[config.mk]
export PLATFORM = sky130hd
export DESIGN_NAME = utf16be_to_utf8_transcoder_core_flat
export DESIGN_NICKNAME = d
export VERILOG_FILES = /design/src/rtl/core/u16u8_pkg.sv /design/src/rtl/core/u16u8_in_if.sv /design/src/rtl/core/u16u8_out_if.sv /design/src/rtl/core/u16u8_front.sv /design/src/rtl/core/u16u8_queue.sv /design/src/rtl/core/u16u8_back.sv /design/src/rtl/core/utf16be_to_utf8_transcoder_core.sv /design/src/flat_wrapper.sv
export SDC_FILE = /design/constraint.sdc
export NUM_CORES = 1
export LEC_CHECK = 0
export BUFFER_PORTS_ARGS = -buffer_cell sky130_fd_sc_hd__buf_2
export CORE_AREA = 4 4 144 146
export DETAILED_ROUTE_END_ITERATION = 10
export DIE_AREA = 0 0 148 150
export PLACE_DENSITY = 0.55
export SETUP_SLACK_MARGIN = 0.1
export SLEW_MARGIN = 20
export SYNTH_ARGS = -nofsm -noshare
export SYNTH_HDL_FRONTEND = slang
export SYNTH_SLANG_ARGS = --single-unit
[constraint.sdc]
create_clock -name i_clk -period 6.59 [get_ports i_clk]
set_clock_uncertainty 0.2 [all_clocks]
set_input_delay 0.659 -clock i_clk [delete_from_list [all_inputs] [get_ports i_clk]]
set_output_delay 0.659 -clock i_clk [all_outputs]
set_load 0.02 [all_outputs]
[src/rtl/core/u16u8_pkg.sv]
package u16u8_pkg;

    localparam int UNIT_W      = 16;
    localparam int BYTE_W      = 8;
    localparam int CP_W        = 21;
    localparam int SUR_W       = 10;
    localparam int BIDX_W      = 2;
    localparam int QUEUE_DEPTH_DEF = 4;

    // Surrogate tags: top six bits of a code unit
    localparam logic [5:0] SUR_HIGH_TAG = 6'b110110;   // D800..DBFF
    localparam logic [5:0] SUR_LOW_TAG  = 6'b110111;   // DC00..DFFF

    localparam logic [CP_W-1:0] CP_REPLACEMENT = 21'h00FFFD;
    localparam logic [CP_W-1:0] CP_SUPP_BASE   = 21'h010000;
    localparam logic [CP_W-1:0] CP_LIM_1       = 21'h000080;
    localparam logic [CP_W-1:0] CP_LIM_2       = 21'h000800;
    localparam logic [CP_W-1:0] CP_LIM_3       = 21'h010000;

    localparam logic [1:0] PFX_CONT = 2'b10;
    localparam logic [2:0] PFX_LEAD2 = 3'b110;
    localparam logic [3:0] PFX_LEAD3 = 4'b1110;
    localparam logic [4:0] PFX_LEAD4 = 5'b11110;
    localparam logic [BYTE_W-1:0] TERM_BYTE = 8'h00;

    // One queued job: optional replacement for a flushed high surrogate,
    // optional code point, optional string terminator, in that order.
    typedef struct packed {
        logic            pre_fffd;
        logic            cp_valid;
        logic [CP_W-1:0] cp;
        logic            term;
    } t_job;

    // Index of the final byte of the code point's encoding
    function automatic logic [BIDX_W-1:0] enc_last(input logic [CP_W-1:0] cp);
        logic [BIDX_W-1:0] r;
        if (cp < CP_LIM_1) begin
            r = 2'd0;
        end else if (cp < CP_LIM_2) begin
            r = 2'd1;
        end else if (cp < CP_LIM_3) begin
            r = 2'd2;
        end else begin
            r = 2'd3;
        end
        return r;
    endfunction

    function automatic logic [BYTE_W-1:0] enc_byte(input logic [CP_W-1:0] cp,
                                                   input logic [BIDX_W-1:0] idx);
        logic [BYTE_W-1:0] b;
        logic [BIDX_W-1:0] last;
        last = enc_last(cp);
        unique case (last)
            2'd0: b = cp[7:0];
            2'd1: b = (idx == 2'd0) ? {PFX_LEAD2, cp[10:6]} : {PFX_CONT, cp[5:0]};
            2'd2: begin
                unique case (idx)
                    2'd0:    b = {PFX_LEAD3, cp[15:12]};
                    2'd1:    b = {PFX_CONT, cp[11:6]};
                    default: b = {PFX_CONT, cp[5:0]};
                endcase
            end
            default: begin
                unique case (idx)
                    2'd0:    b = {PFX_LEAD4, cp[20:18]};
                    2'd1:    b = {PFX_CONT, cp[17:12]};
                    2'd2:    b = {PFX_CONT, cp[11:6]};
                    default: b = {PFX_CONT, cp[5:0]};
                endcase
            end
        endcase
        return b;
    endfunction

endpackage

[src/rtl/core/u16u8_in_if.sv]
interface u16u8_in_if;
    import u16u8_pkg::*;

    logic              valid;
    logic              ready;
    logic [UNIT_W-1:0] code_unit;
    logic              final_unit;

    modport source (output valid, code_unit, final_unit, input ready);
    modport sink   (input valid, code_unit, final_unit, output ready);
endinterface

[src/rtl/core/u16u8_out_if.sv]
interface u16u8_out_if;
    import u16u8_pkg::*;

    logic              valid;
    logic              ready;
    logic [BYTE_W-1:0] utf8_byte;
    logic              last_byte;

    modport source (output valid, utf8_byte, last_byte, input ready);
    modport sink   (input valid, utf8_byte, last_byte, output ready);
endinterface

[src/rtl/core/u16u8_front.sv]
module u16u8_front (
    input  logic             i_clk,
    input  logic             i_rst_n,
    u16u8_in_if.sink         i_unit,
    input  logic             i_full,
    output logic             o_push,
    output u16u8_pkg::t_job  o_job
);
    import u16u8_pkg::*;

    logic             r_held_valid;
    logic [SUR_W-1:0] r_held_bits;
    logic             n_held_valid;
    logic [SUR_W-1:0] n_held_bits;

    logic accept;
    logic is_zero;
    logic is_high;
    logic is_low;
    logic fin;
    logic pair;
    t_job job;

    assign i_unit.ready = !i_full;
    assign accept  = i_unit.valid && i_unit.ready;
    assign is_zero = (i_unit.code_unit == '0);
    assign is_high = (i_unit.code_unit[UNIT_W-1 -: 6] == SUR_HIGH_TAG);
    assign is_low  = (i_unit.code_unit[UNIT_W-1 -: 6] == SUR_LOW_TAG);
    assign fin     = i_unit.final_unit;
    assign pair    = r_held_valid && is_low;

    always_comb begin
        job.pre_fffd = r_held_valid && !pair;
        job.cp_valid = 1'b0;
        job.cp       = CP_REPLACEMENT;
        job.term     = is_zero || fin;
        if (!is_zero) begin
            if (pair) begin
                job.cp_valid = 1'b1;
                job.cp       = CP_SUPP_BASE
                             + CP_W'({r_held_bits, i_unit.code_unit[SUR_W-1:0]});
            end else if (is_high) begin
                // held high on a final word is flushed at once
                job.cp_valid = fin;
            end else if (is_low) begin
                job.cp_valid = 1'b1;
            end else begin
                job.cp_valid = 1'b1;
                job.cp       = CP_W'(i_unit.code_unit);
            end
        end
        n_held_valid = r_held_valid;
        n_held_bits  = r_held_bits;
        if (accept) begin
            n_held_valid = !is_zero && !fin && is_high;
            n_held_bits  = (!is_zero && !fin && is_high)
                         ? i_unit.code_unit[SUR_W-1:0] : '0;
        end
    end

    assign o_push = accept && (job.pre_fffd || job.cp_valid || job.term);
    assign o_job  = job;

    always_ff @(posedge i_clk) begin
        if (!i_rst_n) begin
            r_held_valid <= 1'b0;
            r_held_bits  <= '0;
        end else begin
            r_held_valid <= n_held_valid;
            r_held_bits  <= n_held_bits;
        end
    end

endmodule

[src/rtl/core/u16u8_queue.sv]
module u16u8_queue #(
    parameter int DEPTH = u16u8_pkg::QUEUE_DEPTH_DEF
) (
    input  logic             i_clk,
    input  logic             i_rst_n,
    input  logic             i_push,
    input  u16u8_pkg::t_job  i_job,
    output logic             o_full,
    input  logic             i_pop,
    output u16u8_pkg::t_job  o_job,
    output logic             o_empty
);
    import u16u8_pkg::*;

    localparam int PTR_W = (DEPTH > 1) ? $clog2(DEPTH) : 1;
    localparam int CNT_W = $clog2(DEPTH + 1);
    localparam logic [PTR_W-1:0] PTR_LAST = PTR_W'(DEPTH - 1);
    localparam logic [CNT_W-1:0] CNT_FULL = CNT_W'(DEPTH);

    t_job             r_mem [DEPTH];
    logic [PTR_W-1:0] r_wr;
    logic [PTR_W-1:0] r_rd;
    logic [CNT_W-1:0] r_count;

    assign o_full  = (r_count == CNT_FULL);
    assign o_empty = (r_count == '0);
    assign o_job   = r_mem[r_rd];

    always_ff @(posedge i_clk) begin
        if (i_push) begin
            r_mem[r_wr] <= i_job;
        end
    end

    always_ff @(posedge i_clk) begin
        if (!i_rst_n) begin
            r_wr    <= '0;
            r_rd    <= '0;
            r_count <= '0;
        end else begin
            if (i_push) begin
                r_wr <= (r_wr == PTR_LAST) ? '0 : r_wr + 1'b1;
            end
            if (i_pop) begin
                r_rd <= (r_rd == PTR_LAST) ? '0 : r_rd + 1'b1;
            end
            unique case ({i_push, i_pop})
                2'b10:   r_count <= r_count + 1'b1;
                2'b01:   r_count <= r_count - 1'b1;
                default: r_count <= r_count;
            endcase
        end
    end

endmodule

[src/rtl/core/u16u8_back.sv]
module u16u8_back (
    input  logic             i_clk,
    input  logic             i_rst_n,
    input  logic             i_empty,
    input  u16u8_pkg::t_job  i_job,
    output logic             o_pop,
    u16u8_out_if.source      o_byte
);
    import u16u8_pkg::*;

    typedef enum logic [1:0] {
        PH_PRE,
        PH_CP,
        PH_TERM
    } t_phase;

    logic              r_have;
    t_job              r_job;
    t_phase            r_phase;
    logic [BIDX_W-1:0] r_idx;
    logic              r_out_valid;
    logic [BYTE_W-1:0] r_byte;
    logic              r_last;

    logic              n_have;
    t_job              n_job;
    t_phase            n_phase;
    logic [BIDX_W-1:0] n_idx;
    logic              n_out_valid;
    logic [BYTE_W-1:0] n_byte;
    logic              n_last;

    logic              load_ok;
    logic              fire;
    logic              job_done;
    logic              pop;
    logic [CP_W-1:0]   cp_sel;
    logic [BIDX_W-1:0] last_idx;
    logic [BYTE_W-1:0] cur_byte;
    t_phase            first_phase;

    assign load_ok  = !r_out_valid || o_byte.ready;
    assign fire     = r_have && load_ok;
    assign cp_sel   = (r_phase == PH_PRE) ? CP_REPLACEMENT : r_job.cp;
    assign last_idx = (r_phase == PH_TERM) ? '0 : enc_last(cp_sel);
    assign cur_byte = (r_phase == PH_TERM) ? TERM_BYTE : enc_byte(cp_sel, r_idx);

    always_comb begin
        priority if (i_job.pre_fffd) begin
            first_phase = PH_PRE;
        end else if (i_job.cp_valid) begin
            first_phase = PH_CP;
        end else begin
            first_phase = PH_TERM;
        end
    end

    always_comb begin
        n_have      = r_have;
        n_job       = r_job;
        n_phase     = r_phase;
        n_idx       = r_idx;
        n_out_valid = r_out_valid;
        n_byte      = r_byte;
        n_last      = r_last;
        job_done    = 1'b0;

        // drop the shown word once taken
        if (o_byte.ready) begin
            n_out_valid = 1'b0;
        end
        if (fire) begin
            n_out_valid = 1'b1;
            n_byte      = cur_byte;
            n_last      = (r_phase == PH_TERM);
            if (r_idx != last_idx) begin
                n_idx = r_idx + 1'b1;
            end else begin
                n_idx = '0;
                unique case (r_phase)
                    PH_PRE: begin
                        priority if (r_job.cp_valid) begin
                            n_phase = PH_CP;
                        end else if (r_job.term) begin
                            n_phase = PH_TERM;
                        end else begin
                            job_done = 1'b1;
                        end
                    end
                    PH_CP: begin
                        if (r_job.term) begin
                            n_phase = PH_TERM;
                        end else begin
                            job_done = 1'b1;
                        end
                    end
                    default: job_done = 1'b1;
                endcase
            end
        end

        pop = !i_empty && (!r_have || job_done);
        if (pop) begin
            n_have  = 1'b1;
            n_job   = i_job;
            n_phase = first_phase;
            n_idx   = '0;
        end else if (job_done) begin
            n_have = 1'b0;
        end
    end

    assign o_pop            = pop;
    assign o_byte.valid     = r_out_valid;
    assign o_byte.utf8_byte = r_byte;
    assign o_byte.last_byte = r_last;

    always_ff @(posedge i_clk) begin
        if (!i_rst_n) begin
            r_have      <= 1'b0;
            r_phase     <= PH_PRE;
            r_idx       <= '0;
            r_out_valid <= 1'b0;
        end else begin
            r_have      <= n_have;
            r_phase     <= n_phase;
            r_idx       <= n_idx;
            r_out_valid <= n_out_valid;
        end
        r_job  <= n_job;
        r_byte <= n_byte;
        r_last <= n_last;
    end

endmodule

[src/rtl/core/utf16be_to_utf8_transcoder_core.sv]
// UTF-16 to UTF-8 transcoder. Each input word is one 16-bit code unit; each
// output word is one UTF-8 byte. A unit is taken whenever the job queue has
// room, and bytes leave at one per cycle from a registered output while the
// sink is ready, so the sustained rate is set by the output byte count of
// each unit: one byte for ASCII, two or three for other BMP characters, four
// for a surrogate pair (spread over its two units), and up to seven for a
// unit that ends the string after a held high surrogate: three bytes of
// replacement for the held unit, up to three for the unit itself, then the
// terminator. A high surrogate is held and gives no byte until the
// next unit; an unpaired surrogate becomes U+FFFD (EF BF BD). A zero unit or
// a unit with final_unit set closes the string with a single zero byte marked
// last_byte, after flushing any held surrogate, and clears the held state.
module utf16be_to_utf8_transcoder_core #(
    parameter int QUEUE_DEPTH = u16u8_pkg::QUEUE_DEPTH_DEF
) (
    input  logic          i_clk,
    input  logic          i_rst_n,
    u16u8_in_if.sink      i_unit,
    u16u8_out_if.source   o_byte
);
    import u16u8_pkg::*;

    // front to queue
    logic push;
    t_job push_job;
    logic full;

    // queue to back
    logic pop;
    t_job head_job;
    logic empty;

    // Front: classify each unit, track the held high surrogate, and hand a
    // job (replacement, code point, terminator) to the queue.
    u16u8_front u_front (
        .i_clk   (i_clk),
        .i_rst_n (i_rst_n),
        .i_unit  (i_unit),
        .i_full  (full),
        .o_push  (push),
        .o_job   (push_job)
    );

    // Short queue: lets the front keep taking units while the back drains
    // multi-byte jobs.
    u16u8_queue #(
        .DEPTH (QUEUE_DEPTH)
    ) u_queue (
        .i_clk   (i_clk),
        .i_rst_n (i_rst_n),
        .i_push  (push),
        .i_job   (push_job),
        .o_full  (full),
        .i_pop   (pop),
        .o_job   (head_job),
        .o_empty (empty)
    );

    // Back: walk each job byte by byte into the output register; advance to
    // the next job, if one is queued, in the same cycle as its last byte is loaded.
    u16u8_back u_back (
        .i_clk   (i_clk),
        .i_rst_n (i_rst_n),
        .i_empty (empty),
        .i_job   (head_job),
        .o_pop   (pop),
        .o_byte  (o_byte)
    );

endmodule
[src/flat_wrapper.sv]
// flat-port wrapper written by rule: the top's interface ports become plain ports
module utf16be_to_utf8_transcoder_core_flat import u16u8_pkg::*;
#(
    parameter int QUEUE_DEPTH = u16u8_pkg::QUEUE_DEPTH_DEF
)
  (i_clk, i_rst_n, i_unit_valid, i_unit_code_unit, i_unit_final_unit, i_unit_ready, o_byte_valid, o_byte_utf8_byte, o_byte_last_byte, o_byte_ready);
  u16u8_in_if i_unit_i ();
  u16u8_out_if o_byte_i ();
  input  logic i_clk;
  input  logic i_rst_n;
  input wire logic [$bits(i_unit_i.valid)-1:0] i_unit_valid;
  input wire logic [$bits(i_unit_i.code_unit)-1:0] i_unit_code_unit;
  input wire logic [$bits(i_unit_i.final_unit)-1:0] i_unit_final_unit;
  output wire logic [$bits(i_unit_i.ready)-1:0] i_unit_ready;
  output wire logic [$bits(o_byte_i.valid)-1:0] o_byte_valid;
  output wire logic [$bits(o_byte_i.utf8_byte)-1:0] o_byte_utf8_byte;
  output wire logic [$bits(o_byte_i.last_byte)-1:0] o_byte_last_byte;
  input wire logic [$bits(o_byte_i.ready)-1:0] o_byte_ready;
  assign i_unit_i.valid = i_unit_valid;
  assign i_unit_i.code_unit = i_unit_code_unit;
  assign i_unit_i.final_unit = i_unit_final_unit;
  assign i_unit_ready = i_unit_i.ready;
  assign o_byte_valid = o_byte_i.valid;
  assign o_byte_utf8_byte = o_byte_i.utf8_byte;
  assign o_byte_last_byte = o_byte_i.last_byte;
  assign o_byte_i.ready = o_byte_ready;
  utf16be_to_utf8_transcoder_core #(.QUEUE_DEPTH(QUEUE_DEPTH)) u_core (.i_clk(i_clk), .i_rst_n(i_rst_n), .i_unit(i_unit_i), .o_byte(o_byte_i));
endmodule
==> qor.yml <==
placement:
  routabilityCongestion: 0.880
  hpwlAfterDp_um: 9660
  dp_slack_ns: 2.64
  port_buffers: 31
synthesis:
  synth_commonest_cells: "edfxtp_1 (128), nor2_1 (47), o21ai_0 (27)"
  synth_most_common_cell: "edfxtp_1"
  synth_top_cell_by_area: "edfxtp_1"
  synth_cells: 480
  synth_fp_nets: 518
  yosys_most_used_dff: "edfxtp_1"
  ys_types: 58
  synth-edff-count: 128
  yosysWarnings: 0
  synth.area.top_cells: "edfxtp_1 (57%), mux4_2 (8.1%), dfxtp_1 (7.8%)"
  netlist_area_sq_um: 6700
  synth_top_area_share_pct: 57.4
  seq_area_frac_synth_pct: 65.1
  synth-async-reset-ratio_pct: 0
  synth_seq_cells: 154
  syn_area_per_cell_sq_um: 14.0
routing:
  ant_nets: 0
  routed_wl_um: 14200
  drc: 0
  num_vias: 4096
  viasPerCell: 5.17
  drt_iter0_markers: 369
  drtPass1Iterations: 5
  wire_per_inst_um: 17.9
global_route:
  grt_pass1_vias: 4133
  grt_pass1_wl_um: 23000
  grt_start_max_net_pins: 28
  gr-total-overflow: 0
  track_usage_pct: 13.5
  antenna_found_initial: 0
critical_path:
  ff2ff_setup_slack_ns: 2.62
  cp_top_family: "compound AO/OA/AOI/OAI gates"
  crit_arrival_ns: 4.11
  worst_ep_required_time_ns: 6.74
  max_stage_delay_ns: 0.44
  crit_chain: "or2_1 > and3_4 > a2111o_1 > a21oi_1 > o211ai_1 > a21oi_2 > buf_4 > ha_1 > inv_1 > fa_1 > xor2_1 > or3_1 > a21oi_1"
  worst_path_most_repeated_cell: "a21oi_1"
  crit_buf_inv: 2
  reg2reg_to: "u_core.u_queue.r_count[2]"
  critPathLaunchType: "register"
  path_class: "register to register"
  r2r-start: "u_core.u_back.r_phase[0]"
  cp-end-kind: "register"
  reg2regPathDepth: 13
  crit_slowest_cell: "or2_1"
  path_max_fanout: 27
clock_network:
  cts.repair.resized: 0
  insertion_delay_ns: 0.42
  cts_root_buffer: "clkbuf_16"
  postCtsSetupRepairBufs: 0
  cts.path.max_buffers: 2
  clock-sinks: 154
  cts_hold_buf: 0
  htree_levels: 4
  cts_tree: "yes"
  cts_buffers: 17
  path_clk_slew_ns: 0.07
timing:
  hold_slack_ns: 0.278
  setup_viol: 0
  tightest_slew_ns: 0.887
  rsz0062_at_grt: "no"
  layout_setup_ws_ns: 2.62
  max_freq_mhz: 252
  finalHoldViolCount: 0
  tns_ns: 0
  fin_crit_sh_pct: 60.2
  max_slew_margin_pct: 40.1
  layout_min_cycle_time_ns: 3.97
  slew_viol_final: 0
pwr:
  power_density_nw_per_um2: 441
  p_leak_nw: 2.64
  p_total_mw: 3.41
  ir_worst_vdd_mv: 0.199
floorplan:
  start_util_pct: 34.5
  core_area_sq_um: 19400
  die_x_um: 148
  io_pins: 32
  rows: 51
  die_y_um: 150
  floorplan.die_area_sq_um: 22200
final_layout:
  num-nets-final: 552
  antenna_cells: 0
  syn_to_final_growth_pct: 15.5
  drive_gt1_share_pct: 19.4
flow_run:
  drv_cap: 0
worst_hold_path:
  holdPathStages: 2
  hp-start: "i_rst_n"
  hold_end: "u_core.u_back.r_phase[0]"
  hp-class: "input port to register"
run_status:
  outcome: "complete, no violations"
worst register-to-register path, cell delays in order (launching register included):
cell	delay, ns
dfxtp_1	0.40
or2_1	0.44
and3_4	0.24
a2111o_1	0.41
a21oi_1	0.23
o211ai_1	0.21
a21oi_2	0.18
buf_4	0.32
ha_1	0.24
inv_1	0.06
fa_1	0.37
xor2_1	0.15
or3_1	0.31
a21oi_1	0.14
per-layer routing:
layer  track usage, %  share of wire [%]
met5                0                  0
met4             3.51                1.0
met3             3.57                4.8
met2             21.9                 48
met1             18.1                 46
worst max-delay path by stage:
stage                             startpoint                         end  slack, ns  cells past startpoint
finish              u_core.u_back.r_phase[0]   u_core.u_queue.r_count[2]       2.62                     13
global route        u_core.u_back.r_phase[0]   u_core.u_queue.r_count[2]       2.34                     13
CTS                 u_core.u_back.r_phase[0]   u_core.u_queue.r_count[2]       2.61                     13
detailed placement  u_core.u_back.r_phase[0]   u_core.u_queue.r_count[2]       2.64                     13
global placement        i_unit_code_unit[14]  u_core.u_queue.r_mem[0][3]       2.74                      6
floorplan           u_core.u_back.r_phase[0]   u_core.u_queue.r_count[2]       1.95                     14
logic make-up after synthesis:
| group | after synthesis | synth area share, % |
|---|---|---|
| flip-flops | 154 | 65.1 |
| AND/OR/NAND/NOR | 139 | 10.2 |
| AO/OA/AOI/OAI | 97 | 9.71 |
| buffers and inverters | 41 | 2.48 |
| multiplexers | 26 | 8.37 |
| adder cells (fa/ha/maj) | 17 | 3.29 |
| XOR/XNOR | 6 | 0.784 |
power breakdown:
part           internal, mW  switching (mW)  leakage, nW  total (mW)
sequential             1.32           0.116         1.38        1.43
combinational         0.391           0.638        0.966        1.03
clock                 0.511           0.438        0.291       0.949
sequential cells by signal, summed over array words and instances (netlist names), named ones only:
signal and cells:
u_core.u_back.o_byte.last_byte 1, u_core.u_back.o_byte.utf8_byte 8, u_core.u_back.o_byte.valid 1, u_core.u_back.r_have 1, u_core.u_back.r_idx 2, u_core.u_back.r_job 23
u_core.u_back.r_phase 2, u_core.u_front.r_held_bits 10, u_core.u_front.r_held_valid 1, u_core.u_queue.r_count 3, u_core.u_queue.r_mem 96, u_core.u_queue.r_rd 2
u_core.u_queue.r_wr 2
through the flow:
stage | instance area (sq um) | instances | util (%)
finish | 7740 | 792 | 39.9
global route | 7740 | 792 | 39.9
CTS | 7730 | 792 | 39.9
detailed placement | 7140 | 760 | 36.8
global placement | 7140 | 760 | 36.8
floorplan | 6700 | 480 | -
cell usage in the layout, fill, tap and decap left out, types with 5 or more instances in the layout:
master,n
nor4_1,5
nor3_1,5
and2_1,5
nand2b_1,13
inv_6,6
o21a_1,5
edfxtp_1,128
nand2_1,26
mux4_2,24
o21ai_0,27
a211oi_1,8
inv_1,18
nand3_1,19
dfxtp_1,26
a22oi_1,11
ha_1,16
a21oi_1,16
nor2_1,46
buf_2,31
clkbuf_16,17
buf_4,7
layout make-up:
class,instances,area (sq um)
multi-input combinational,285,2180
timing repair buffer,38,208
fill,1832,11700
inverter,18,67.6
clock buffer,17,425
tap,265,332
clock inverter,15,165
sequential,154,4360
No activity file was read; power rests on OpenSTA's default activity.
